## src/hw/rtl/rws_pkg.sv

```systemverilog
package rws_pkg;

	localparam int MAX_POPULATION = 256;

	localparam int FUNC_W   = 2;
	localparam int FIT_IN_W = 16;
	localparam int FRAC_W   = 16;
	localparam int CHOSEN_W = 8;
	localparam int STATUS_W = 2;
	localparam int LOADED_W = 9;

	localparam int IDX_W  = $clog2(MAX_POPULATION);
	localparam int CNT_W  = $clog2(MAX_POPULATION + 1);
	localparam int FIT_W  = 15;
	localparam int TOT_W  = FIT_W + IDX_W;
	localparam int PROD_W = FRAC_W + TOT_W;

	localparam logic [FUNC_W-1:0] FUNC_LOAD  = 2'd0;
	localparam logic [FUNC_W-1:0] FUNC_DRAW  = 2'd1;
	localparam logic [FUNC_W-1:0] FUNC_CLEAR = 2'd2;

	localparam logic [STATUS_W-1:0] ST_OK    = 2'd0;
	localparam logic [STATUS_W-1:0] ST_FULL  = 2'd1;
	localparam logic [STATUS_W-1:0] ST_EMPTY = 2'd2;

	typedef struct packed {
		logic take;
		logic mul;
		logic step;
		logic emit;
	} cmd_t;

	typedef struct packed {
		logic draw_go;
		logic scan_done;
	} sts_t;

endpackage

```

## src/hw/rtl/rws_ctrl.sv

```systemverilog
module rws_ctrl (
	input  logic           clk,
	input  logic           arst_n,
	input  logic           req_valid,
	output logic           req_ready,
	output logic           rsp_valid,
	input  logic           rsp_ready,
	input  rws_pkg::sts_t  sts,
	output rws_pkg::cmd_t  cmd
);

	typedef enum logic [3:0] {
		S_IDLE = 4'b0001,
		S_MUL  = 4'b0010,
		S_SCAN = 4'b0100,
		S_RESP = 4'b1000
	} state_t;

	state_t state_q;
	state_t state_d;
	logic   out_valid_q;
	logic   slot_free;

	assign req_ready = (state_q == S_IDLE);
	assign rsp_valid = out_valid_q;
	assign slot_free = !out_valid_q || rsp_ready;

	always_comb begin
		state_d  = state_q;
		cmd      = '0;
		case (state_q)
			S_IDLE: begin
				if (req_valid) begin
					cmd.take = 1'b1;
					state_d  = sts.draw_go ? S_MUL : S_RESP;
				end
			end
			S_MUL: begin
				cmd.mul = 1'b1;
				state_d = S_SCAN;
			end
			S_SCAN: begin
				cmd.step = 1'b1;
				if (sts.scan_done) begin
					state_d = S_RESP;
				end
			end
			S_RESP: begin
				if (slot_free) begin
					cmd.emit = 1'b1;
					state_d  = S_IDLE;
				end
			end
			default: begin
				state_d = S_IDLE;
			end
		endcase
	end

	always_ff @(posedge clk or negedge arst_n) begin
		if (!arst_n) begin
			state_q     <= S_IDLE;
			out_valid_q <= 1'b0;
		end else begin
			state_q <= state_d;
			if (cmd.emit) begin
				out_valid_q <= 1'b1;
			end else if (rsp_ready) begin
				out_valid_q <= 1'b0;
			end
		end
	end

endmodule

```

## config.mk

```make
export PLATFORM = sky130hd
export DESIGN_NAME = rws_ctrl
export DESIGN_NICKNAME = d
export VERILOG_FILES = /design/src/hw/rtl/rws_pkg.sv /design/src/hw/rtl/rws_ctrl.sv
export SDC_FILE = /design/constraint.sdc
export NUM_CORES = 1
export LEC_CHECK = 0
export ABC_CLOCK_PERIOD_IN_PS = 2700
export BUFFER_PORTS_ARGS = -buffer_cell sky130_fd_sc_hd__buf_2
export CAP_MARGIN = 0
export CORE_AREA = 2 2 39 41
export CTS_BUF_LIST = sky130_fd_sc_hd__clkbuf_2 sky130_fd_sc_hd__clkbuf_4 sky130_fd_sc_hd__clkbuf_8
export CTS_CLUSTER_SIZE = 25
export DETAILED_ROUTE_END_ITERATION = 12
export DIE_AREA = 0 0 41 43
export PLACE_DENSITY_LB_ADDON = 0.05
export SLEW_MARGIN = 20
export SYNTH_ARGS = -nofsm -noshare
export SYNTH_HDL_FRONTEND = slang
export SYNTH_SLANG_ARGS = --single-unit
```

## constraint.sdc

```tcl
create_clock -name clk -period 2.7 [get_ports clk]
set_input_delay 0.54 -clock clk [delete_from_list [all_inputs] [get_ports clk]]
set_output_delay 0.54 -clock clk [all_outputs]
set_load 0.05 [all_outputs]
```

Yosys cells after proc, flatten, opt, wreduce, memory -nomap -nowiden
Index checks and enable logic that the tools add are counted.
{"block": "totals", "inputBits": 6, "elab_cells": 26, "out_inout_bits": 6, "register_bits": 5}
{"block": "classes", "n_reduce_logical": 4, "eq_ne": 7, "n_mux": 13}
{"op": "$mux W4", "n": 4}
{"op": "$pmux W4 S4", "n": 1}
{"op": "$mux W1", "n": 8}
{"op": "$ne A2 B2 Y1 const B", "n": 3}
{"op": "$eq A4 B1 Y1 const B", "n": 1}
{"op": "$eq A4 B2 Y1 const B", "n": 1}
{"op": "$eq A4 B3 Y1 const B", "n": 1}
{"op": "$eq A4 B4 Y1 const B", "n": 1}
{"op": "$reduce_and A3 Y1", "n": 1}
{"op": "$reduce_bool A2 Y1", "n": 1}
{"op": "$logic_not A1 Y1", "n": 1}
{"op": "$logic_or A1 B1 Y1", "n": 1}

Depth between registers and ports, before layout
Gate-level depths: netlist of the first run.
{"block": "depth", "word_depth": 5, "mapped_depth": 3, "depth_no_buf": 3}

Worst setup path before layout of the first run
Ideal clock, no wire load.
{"block": "synth_path", "path_type": "reg-to-output", "startpoint": "register state_q[0]", "endpoint": "output cmd[3] (netlist name)", "path_stages_with_launch": 4, "t_required_ns": 2.160, "arrival_ns": 1.720, "slack_ns": 0.440, "path_buffers": 0, "path_cell_list": "dfstp_2 > nor4b_4 > nand2_1 > inv_1"}
{"element": "from (decl)", "line": "rws_ctrl.sv:19", "source": "state_t state_q;"}
{"element": "from (signal assigned)", "line": "rws_ctrl.sv:65", "source": "state_q <= state_d;"}
{"element": "to (decl)", "line": "rws_ctrl.sv:9", "source": "output rws_pkg::cmd_t cmd"}

==> qor.csv, run 1 <==
stage,metric,value,unit
floorplan,core,1380,um^2
layout,stdcell_count,59,
power,p_leak,0.000200,uW
timing,tightestPinTransition,0.296,ns
floorplan,initial_utilization,20.7,%
clocking,ctsHoldBuffers,0,
detailed_routing,drt_pass1_iterations,3,
yosys,synth_nets,34,
detailed_routing,dr_wl_met2,312,um
yosys,synthTopCellsByArea,"dfrtp_1 (35%), nor4b_2 (10%), dfstp_2 (9.2%)",
timing,final_max_slew_viol_count,0,
clocking,postCtsSetupRepairBufs,0,
setup_path,critPathCaptureType,output pin,
setup_path,ff2ff_setup_slack,1.43,ns
timing,fin_skew,0.00226,ns
floorplan,die-area,1760,um^2
global_route,grt_max_degree,8,
clocking,clockRootBuffer,clkbuf_4,
detailed_routing,vias,249,
global_route,grt_pass1_wl,972,um
floorplan,pin_count,12,
detailed_routing,wl_per_cell,10.7,um
place,gp_congestion,0.701,
global_route,grt_overflow,0,
setup_path,crit_type,reg -> out,
yosys,ys_warn_count,0,
yosys,synth_area_per_cell,10.2,um^2
timing,finalSetupTns,0,ns
detailed_routing,ant_nets,0,
timing,fin_crit,2.09,ns
power,cellPowerDensity,898,nW/um^2
detailed_routing,routed_wl,634,um
layout,diodes,0,
yosys,synthDistinctLibCells,15,
timing,max_clock_freq,479,MHz
detailed_routing,drtIter0Drc,3,
yosys,netlist_instances,28,
yosys,synth_top_area_share,34.9,%
layout,syn_to_final_growth,36.7,%
timing,maxSlewHeadroom,80.2,%
timing,period_share,77.3,%
layout,nets,50,
place,dpl.cell_count,55,
global_route,grt_pass1_vias,257,
floorplan,fp.dieH,43,um
worst_hold_path,hp-class,in -> async,
setup_path,cp_max_fo,6,
yosys,yosysTopAreaCell,dfrtp_1,
global_route,antenna_found_initial,0,
yosys,synth_edf_count,0,
flow_run,drv_cap,0,
clocking,htree_levels,1,
clocking,cts.path.max_buffers,2,
power,ir_drop,0.000300,V
global_route,grt.total_usage,8.60,%
detailed_routing,drt-met1-wl,272,um
clocking,cts.sinks,5,
timing,final-setup-viol-count,0,
clocking,cts_tree,built,
clocking,cts_buffers,3,
detailed_routing,viasPerCell,4.22,
yosys,synth_commonest_cells,"dfrtp_1 (4), nand2_1 (4), a21oi_1 (3), nor2b_1 (3)",
clocking,clkTransAtPathRegs,0.04,ns
yosys,synthFlopType,dfrtp_1,
clocking,clock_latency,0.24,ns
run_status,status,"complete, no violations",
yosys,yosys_register_bits,5,
floorplan,die_w,41,um
timing,grt_setup_unrepaired,no,
yosys,syn_area,287,um^2
setup_path,required,2.16,ns
floorplan,fp-row-count,14,
layout,drive_gt1_share,44.2,%
place,portBuffers,11,
clocking,post_cts_resized,0,
detailed_routing,dr_wl_met3,40,um
setup_path,critPathLaunchType,register,
setup_path,cp.arrival,1.55,ns
timing,hold_viol,0,
place,dpl.hpwl,514,um
detailed_routing,top_layer,met4,
detailed_routing,drc_errors,0,
yosys,ys_seq_area_share,44.1,%
yosys,async_reset_ff_share,100,%
==> cell usage in the layout, fill, tap and decap left out <==
| master | netlist | layout |
|---|---|---|
| buf_2 | 0 | 11 |
| nand2_1 | 4 | 4 |
| clkbuf_4 | 0 | 4 |
| dfrtp_1 | 4 | 4 |
| nor2b_1 | 3 | 3 |
| a21oi_1 | 3 | 3 |
| nor4b_2 | 2 | 2 |
| nor2_1 | 2 | 2 |
| inv_1 | 2 | 2 |
| nor4b_4 | 1 | 1 |
| nand2b_1 | 1 | 1 |
| and3_1 | 1 | 1 |
| o31a_1 | 1 | 1 |
| o221ai_1 | 1 | 1 |
| nor3b_1 | 1 | 1 |
| nor3_1 | 1 | 1 |
| dfstp_2 | 1 | 1 |
==> flip-flops by register name, summed over array words and instances, names as in the netlist <==
register,count
state_q,4
rsp_valid,1
==> through the flow <==
stage / power (uW) / area, um^2 / hold WS [ns] / setup WS, ns / util, %
after floorplan: 226 / 287 / 0.244 / 0.440 / -
after global placement: 259 / 362 / 0.360 / 0.878 / 26.1
after detailed placement: 259 / 362 / 0.362 / 0.865 / 26.1
after CTS: 358 / 392 / 0.101 / 0.598 / 28.3
after global routing: 372 / 392 / 0.107 / 0.512 / 28.3
final: 352 / 392 / 0.105 / 0.612 / 28.3
==> cell type report <==
type                            count  area (um^2)
Clock buffer                        4         30.0
Inverter                            2         7.51
Fill cell                         155          992
Multi-Input combinational cell     21          153
Timing Repair Buffer               11         55.1
Sequential cell                     5          126
Tap cell                           16         20.0
==> cells by family after synthesis <==
kind of cell           count (synthesis)  share of synthesized area (%)
AND/OR/NAND/NOR                       16                           41.9
buffers and inverters                  2                           2.62
flip-flops                             5                           44.1
AO/OA/AOI/OAI                          5                           11.4
==> per-layer routing <==
metal | track usage [%] | vias to the layer above
met5 | 0 | -
met4 | 10.0 | 0
met3 | 1.57 | 2
met2 | 11.3 | 5
met1 | 10.2 | 112
li1 | - | 130
==> power by group <==
| part | internal [uW] | switching, uW | leakage, uW |
|---|---|---|---|
| Combinational | 46.2 | 92.0 | 0.000117 |
| Clock | 65.8 | 29.5 | 0.0000184 |
| Sequential | 92.8 | 25.2 | 0.0000649 |
==> final timing paths <==
check,cells past startpoint,startpoint,to
worst max-delay path,4,state_q[0],cmd[3]
worst min-delay path,1,arst_n,state_q[3]
worst max register to register,3,state_q[0],state_q[3]
worst min register to register,2,rsp_valid,rsp_valid
max in group asynchronous,1,arst_n,state_q[0]
min in group clk,2,rsp_valid,rsp_valid
==> critical path, stage by stage (launching register included) <==
cell and delay [ns]:
dfstp_2 0.58, nor4b_4 0.29, nand2_1 0.13, inv_1 0.06, buf_2 0.25
Power figures use the tool's default switching activity.
==> run 2: changes to the inputs <==
ABC_CLOCK_PERIOD_IN_PS = 1800   (was 2700)
clock period = 1.8 ns   (was 2.7 ns; I/O delays follow)
==> qor.csv, run 2 (synthesis results as in run 1) <==
stage,metric,value,unit
clocking,cts.sinks,5,
timing,maxSlewHeadroom,81.6,%
floorplan,pin_count,12,
clocking,htree_levels,1,
timing,fin_skew,0.00285,ns
layout,drive_gt1_share,52.2,%
layout,diodes,0,
timing,final-setup-viol-count,0,
global_route,grt_pass1_wl,1150,um
global_route,grt_max_degree,8,
layout,mostFrequentLayoutCells,"buf_2 (7), clkbuf_4 (5)",
floorplan,fp-row-count,14,
worst_hold_path,holdPathEnd,state_q[3],
layout,largest_register_ffs,4,
worst_hold_path,hp-class,in -> reg,
floorplan,initial_utilization,20.7,%
power,p_clk_share,23.6,%
clocking,cts_tree,built,
layout,final_common_cell,buf_2,
worst_hold_path,min_from,sts[1],
setup_path,required,1.44,ns
power,p_int,364,uW
run_status,status,"complete, no violations",
clocking,clockRootBuffer,clkbuf_4,
power,p_seq_share,29.5,%
timing,hold_viol,0,
power,p_sw_share,39.6,%
layout,nets,53,
detailed_routing,drc_errors,0,
setup_path,ff2ff_setup_slack,0.46,ns
place,dpl.cell_count,56,
layout,syn_to_final_growth,55.5,%
timing,max_clock_freq,568,MHz
setup_path,cp_max_fo,6,
global_route,grt.total_usage,9.79,%
floorplan,die_w,41,um
detailed_routing,wl_per_cell,11.1,um
setup_path,crit_type,reg -> out,
clocking,clock_latency,0.24,ns
detailed_routing,drtIter0Drc,8,
flow_run,drv_cap,0,
setup_path,cp.arrival,1.40,ns
detailed_routing,vias,263,
place,portBuffers,11,
detailed_routing,drt_pass1_iterations,5,
timing,timing.hold.ws,0.363,ns
setup_path,rr_endpoint,state_q[0],
timing,fin_crit,1.76,ns
worst_hold_path,min_delay_path_depth,2,
timing,period_share,97.8,%
global_route,antenna_found_initial,0,
clocking,cts.path.max_buffers,2,
timing,final_max_slew_viol_count,0,
power,ir_drop,0.000485,V
power,finalPower,602,uW
setup_path,critPathLaunchType,register,
global_route,grt_overflow,0,
global_route,grt_pass1_vias,272,
floorplan,core,1380,um^2
power,cellPowerDensity,1350,nW/um^2
timing,grt_setup_unrepaired,yes,
detailed_routing,routed_wl,686,um
clocking,clkTransAtPathRegs,0.05,ns
detailed_routing,viasPerCell,4.24,
floorplan,fp.dieH,43,um
layout,stdcell_count,62,
timing,finalSetupTns,0,ns
place,dpl.hpwl,530,um
power,comb_power_share,46.9,%
power,p_leak,0.000209,uW
setup_path,critPathCaptureType,output pin,
timing,tightestPinTransition,0.276,ns
clocking,cts_buffers,3,
setup_path,reg2regPathDepth,5,
layout,largest-register,state_q,
power,p_sw,238,uW
detailed_routing,ant_nets,0,
place,gp_congestion,0.694,
floorplan,die-area,1760,um^2
setup_path,r2r_start,state_q[0],
## run 2: worst max-delay path by stage
| stage | to | from |
|---|---|---|
| 5_1_grt | cmd[3] | state_q[0] |
| 6_report | cmd[3] | state_q[0] |
| 3_3_place_gp | cmd[3] | state_q[0] |
| 4_1_cts | req_ready | state_q[0] |
| 2_1_floorplan | cmd[3] | state_q[0] |
| 3_5_place_dp | cmd[3] | state_q[0] |
## run 2: cell type report
cell class | count | area (um^2)
clock buffers | 4 | 30.0
fillers | 150 | 938
inverters | 2 | 11.3
multi-input cells | 21 | 155
flip-flops and latches | 5 | 128
well taps | 16 | 20.0
repair buffers | 14 | 101
## run 2: timing repair
| action | in CTS | in global routing |
|---|---|---|
| resized for setup | 4 | 6 |
| pin swaps | 0 | 1 |
| gates cloned | 0 | 0 |
| buffers inserted | 0 | 1 |
| endpoints found under the hold margin | 4 | 0 |
| endpoints found under the setup margin | 2 | 4 |
| hold buffers | 1 | 0 |
## run 2: stage by stage
stage / cell area [um^2] / setup WS, ns / util [%]
5_1_grt: 445 / -0.0221 / 32.2
3_3_place_gp: 373 / 0.190 / 26.9
6_report: 445 / 0.0398 / 32.2
2_1_floorplan: 290 / -0.257 / -
4_1_cts: 424 / 0.0150 / 30.7
3_5_place_dp: 373 / 0.176 / 26.9
## run 2: layer usage
layer | track usage, % | share of wire, % | up-vias
li1 | - | - | 136
met1 | 12.1 | 41 | 120
met2 | 14.1 | 54 | 5
met3 | 1.57 | 4.1 | 2
met4 | 8.00 | 0.87 | 0
met5 | 0 | 0 | -
## run 2: power by group through the flow
stage,combinational (uW),clock (uW),sequential [uW]
after floorplan,158,0,185
final,283,142,177
after CTS,250,149,176
after global routing,295,160,183
after detailed placement,228,0,178
after global placement,230,0,178
## run 2: critical path: stages, from the launching register on
cell,delay (ns)
dfstp_2,0.58
nor4b_4,0.24
nand2_2,0.11
clkinvlp_4,0.09
buf_8,0.13
==> run 3: changes to the inputs <==
CELL_PAD_IN_SITES_DETAIL_PLACEMENT = 0   (was not set)
CELL_PAD_IN_SITES_GLOBAL_PLACEMENT = 1   (was not set)
==> qor.csv, run 3 (synthesis results as in run 1) <==
stage,metric,value,unit
run_status,status,"complete, no violations",
global_route,grt_max_degree,8,
clocking,cts.path.max_buffers,2,
layout,fin_util,31.7,%
detailed_routing,drt_pass1_iterations,1,
detailed_routing,routed_wl,621,um
setup_path,crit_top_cell,buf_4,
floorplan,fp.dieH,43,um
setup_path,critPathLaunchType,register,
setup_path,reg2regPathDepth,4,
detailed_routing,drtIter0Drc,0,
flow_run,drv_cap,0,
detailed_routing,vias,262,
floorplan,core,1380,um^2
clocking,cts.sinks,5,
layout,diodes,0,
layout,drive_gt1_share,56.5,%
global_route,antenna_found_initial,0,
clocking,cts_tree,built,
global_route,grt.total_usage,8.98,%
timing,max_clock_freq,579,MHz
timing,period_share,96.0,%
floorplan,die_w,41,um
detailed_routing,ant_nets,0,
setup_path,crit_type,reg -> out,
timing,maxSlewHeadroom,82.7,%
floorplan,pin_count,12,
timing,hold_viol,0,
power,p_leak,0.000206,uW
clocking,htree_levels,1,
floorplan,initial_utilization,20.7,%
worst_hold_path,min_delay_path_depth,3,
detailed_routing,wl_per_cell,10.0,um
place,postPlaceCellArea,373,um^2
setup_path,required,1.44,ns
layout,largest_register_ffs,4,
place,portBuffers,11,
place,gp_congestion,0.682,
timing,final-setup-viol-count,0,
floorplan,fp-row-count,14,
setup_path,critPathCaptureType,output pin,
timing,final_max_slew_viol_count,0,
setup_path,crit_family,flip-flops,
setup_path,crit_buf_inv,2,
layout,mostFrequentLayoutCells,"buf_2 (8), clkbuf_4 (4), buf_4 (4), nand2_1 (3), a21oi_1 (3)",
timing,timing.hold.ws,0.378,ns
global_route,grt_pass1_vias,263,
clocking,clockRootBuffer,clkbuf_4,
global_route,grt_pass1_wl,1010,um
place,dpl.hpwl,506,um
timing,fin_skew,0.00231,ns
setup_path,cp.arrival,1.37,ns
clocking,clkTransAtPathRegs,0.04,ns
detailed_routing,drc_errors,0,
clocking,clock_latency,0.24,ns
timing,tightestPinTransition,0.258,ns
layout,largest-register,state_q,
timing,grt_setup_unrepaired,no,
timing,fin_crit,1.73,ns
power,ir_drop,0.000397,V
setup_path,critPathMaxStageDelay,0.55,ns
layout,final_common_cell,buf_2,
worst_hold_path,hp-class,in -> reg,
setup_path,critPathSlowestCell,dfstp_2,
power,cellPowerDensity,1320,nW/um^2
layout,nets,53,
setup_path,cp_max_fo,3,
clocking,cts_buffers,3,
layout,post-route-cell-area,439,um^2
setup_path,path_depth,3,
floorplan,die-area,1760,um^2
global_route,grt_overflow,0,
setup_path,cp_cell_sequence,nor4b_4 > buf_4 > buf_4,
layout,syn_to_final_growth,53.3,%
detailed_routing,viasPerCell,4.23,
run 3: worst paths after layout:
| check | start | endpoint | slack (ns) |
|---|---|---|---|
| setup / recovery | state_q[0] | req_ready | 0.07 |
| setup reg to reg | state_q[0] | state_q[0] | 0.61 |
| hold reg to reg | rsp_valid | rsp_valid | 0.54 |
| min in group asynchronous | arst_n | state_q[2] | 0.46 |
| max in group asynchronous | arst_n | state_q[0] | 1.13 |
| hold / removal | sts[0] | state_q[3] | 0.38 |
run 3: stage by stage:
stage               setup TNS, ns  setup slack, ns  cells  power (uW)
floorplan                  -0.315           -0.257     28         344
finish                          0           0.0727     62         581
global route                    0         0.000269     62         623
CTS                             0          0.00198     61         577
global placement                0            0.158     56         411
detailed placement              0            0.174     56         408
run 3: timing repair:
item                       4_1_cts  5_1_grt
setup endpoints to repair        3        4
setup buffers                    0        1
hold buffers                     1        0
hold endpoints to repair         4        0
gates cloned                     0        0
gates resized for setup          5        4
run 3: where the power goes:
group	switching [uW]	internal (uW)	total, uW
Combinational	156	112	268
Clock	40.9	98.5	139
Sequential	32.5	141	173
run 3: metal layers:
layer	share of wire, %	vias up	global-route usage [%]
met1	41	125	10.1
met4	0	0	8.00
met3	2.1	0	3.14
met2	57	2	12.5
li1	-	135	-
met5	0	-	0
run 3: area by class of cell:
cell class              count  area (um^2)
fillers                   156          945
multi-input cells          21          158
flip-flops and latches      5          129
repair buffers             14         91.3
clock buffers               4         30.0
well taps                  16         20.0
inverters                   2         11.3
run 3: tightest hold or removal path: cells and delay by family:
family | cells | cell delay [ns]
buffers and inverters | 1 | 0.09
AOI/OAI and AO/OA | 1 | 0.07
and+or+nand+nor | 1 | 0.05
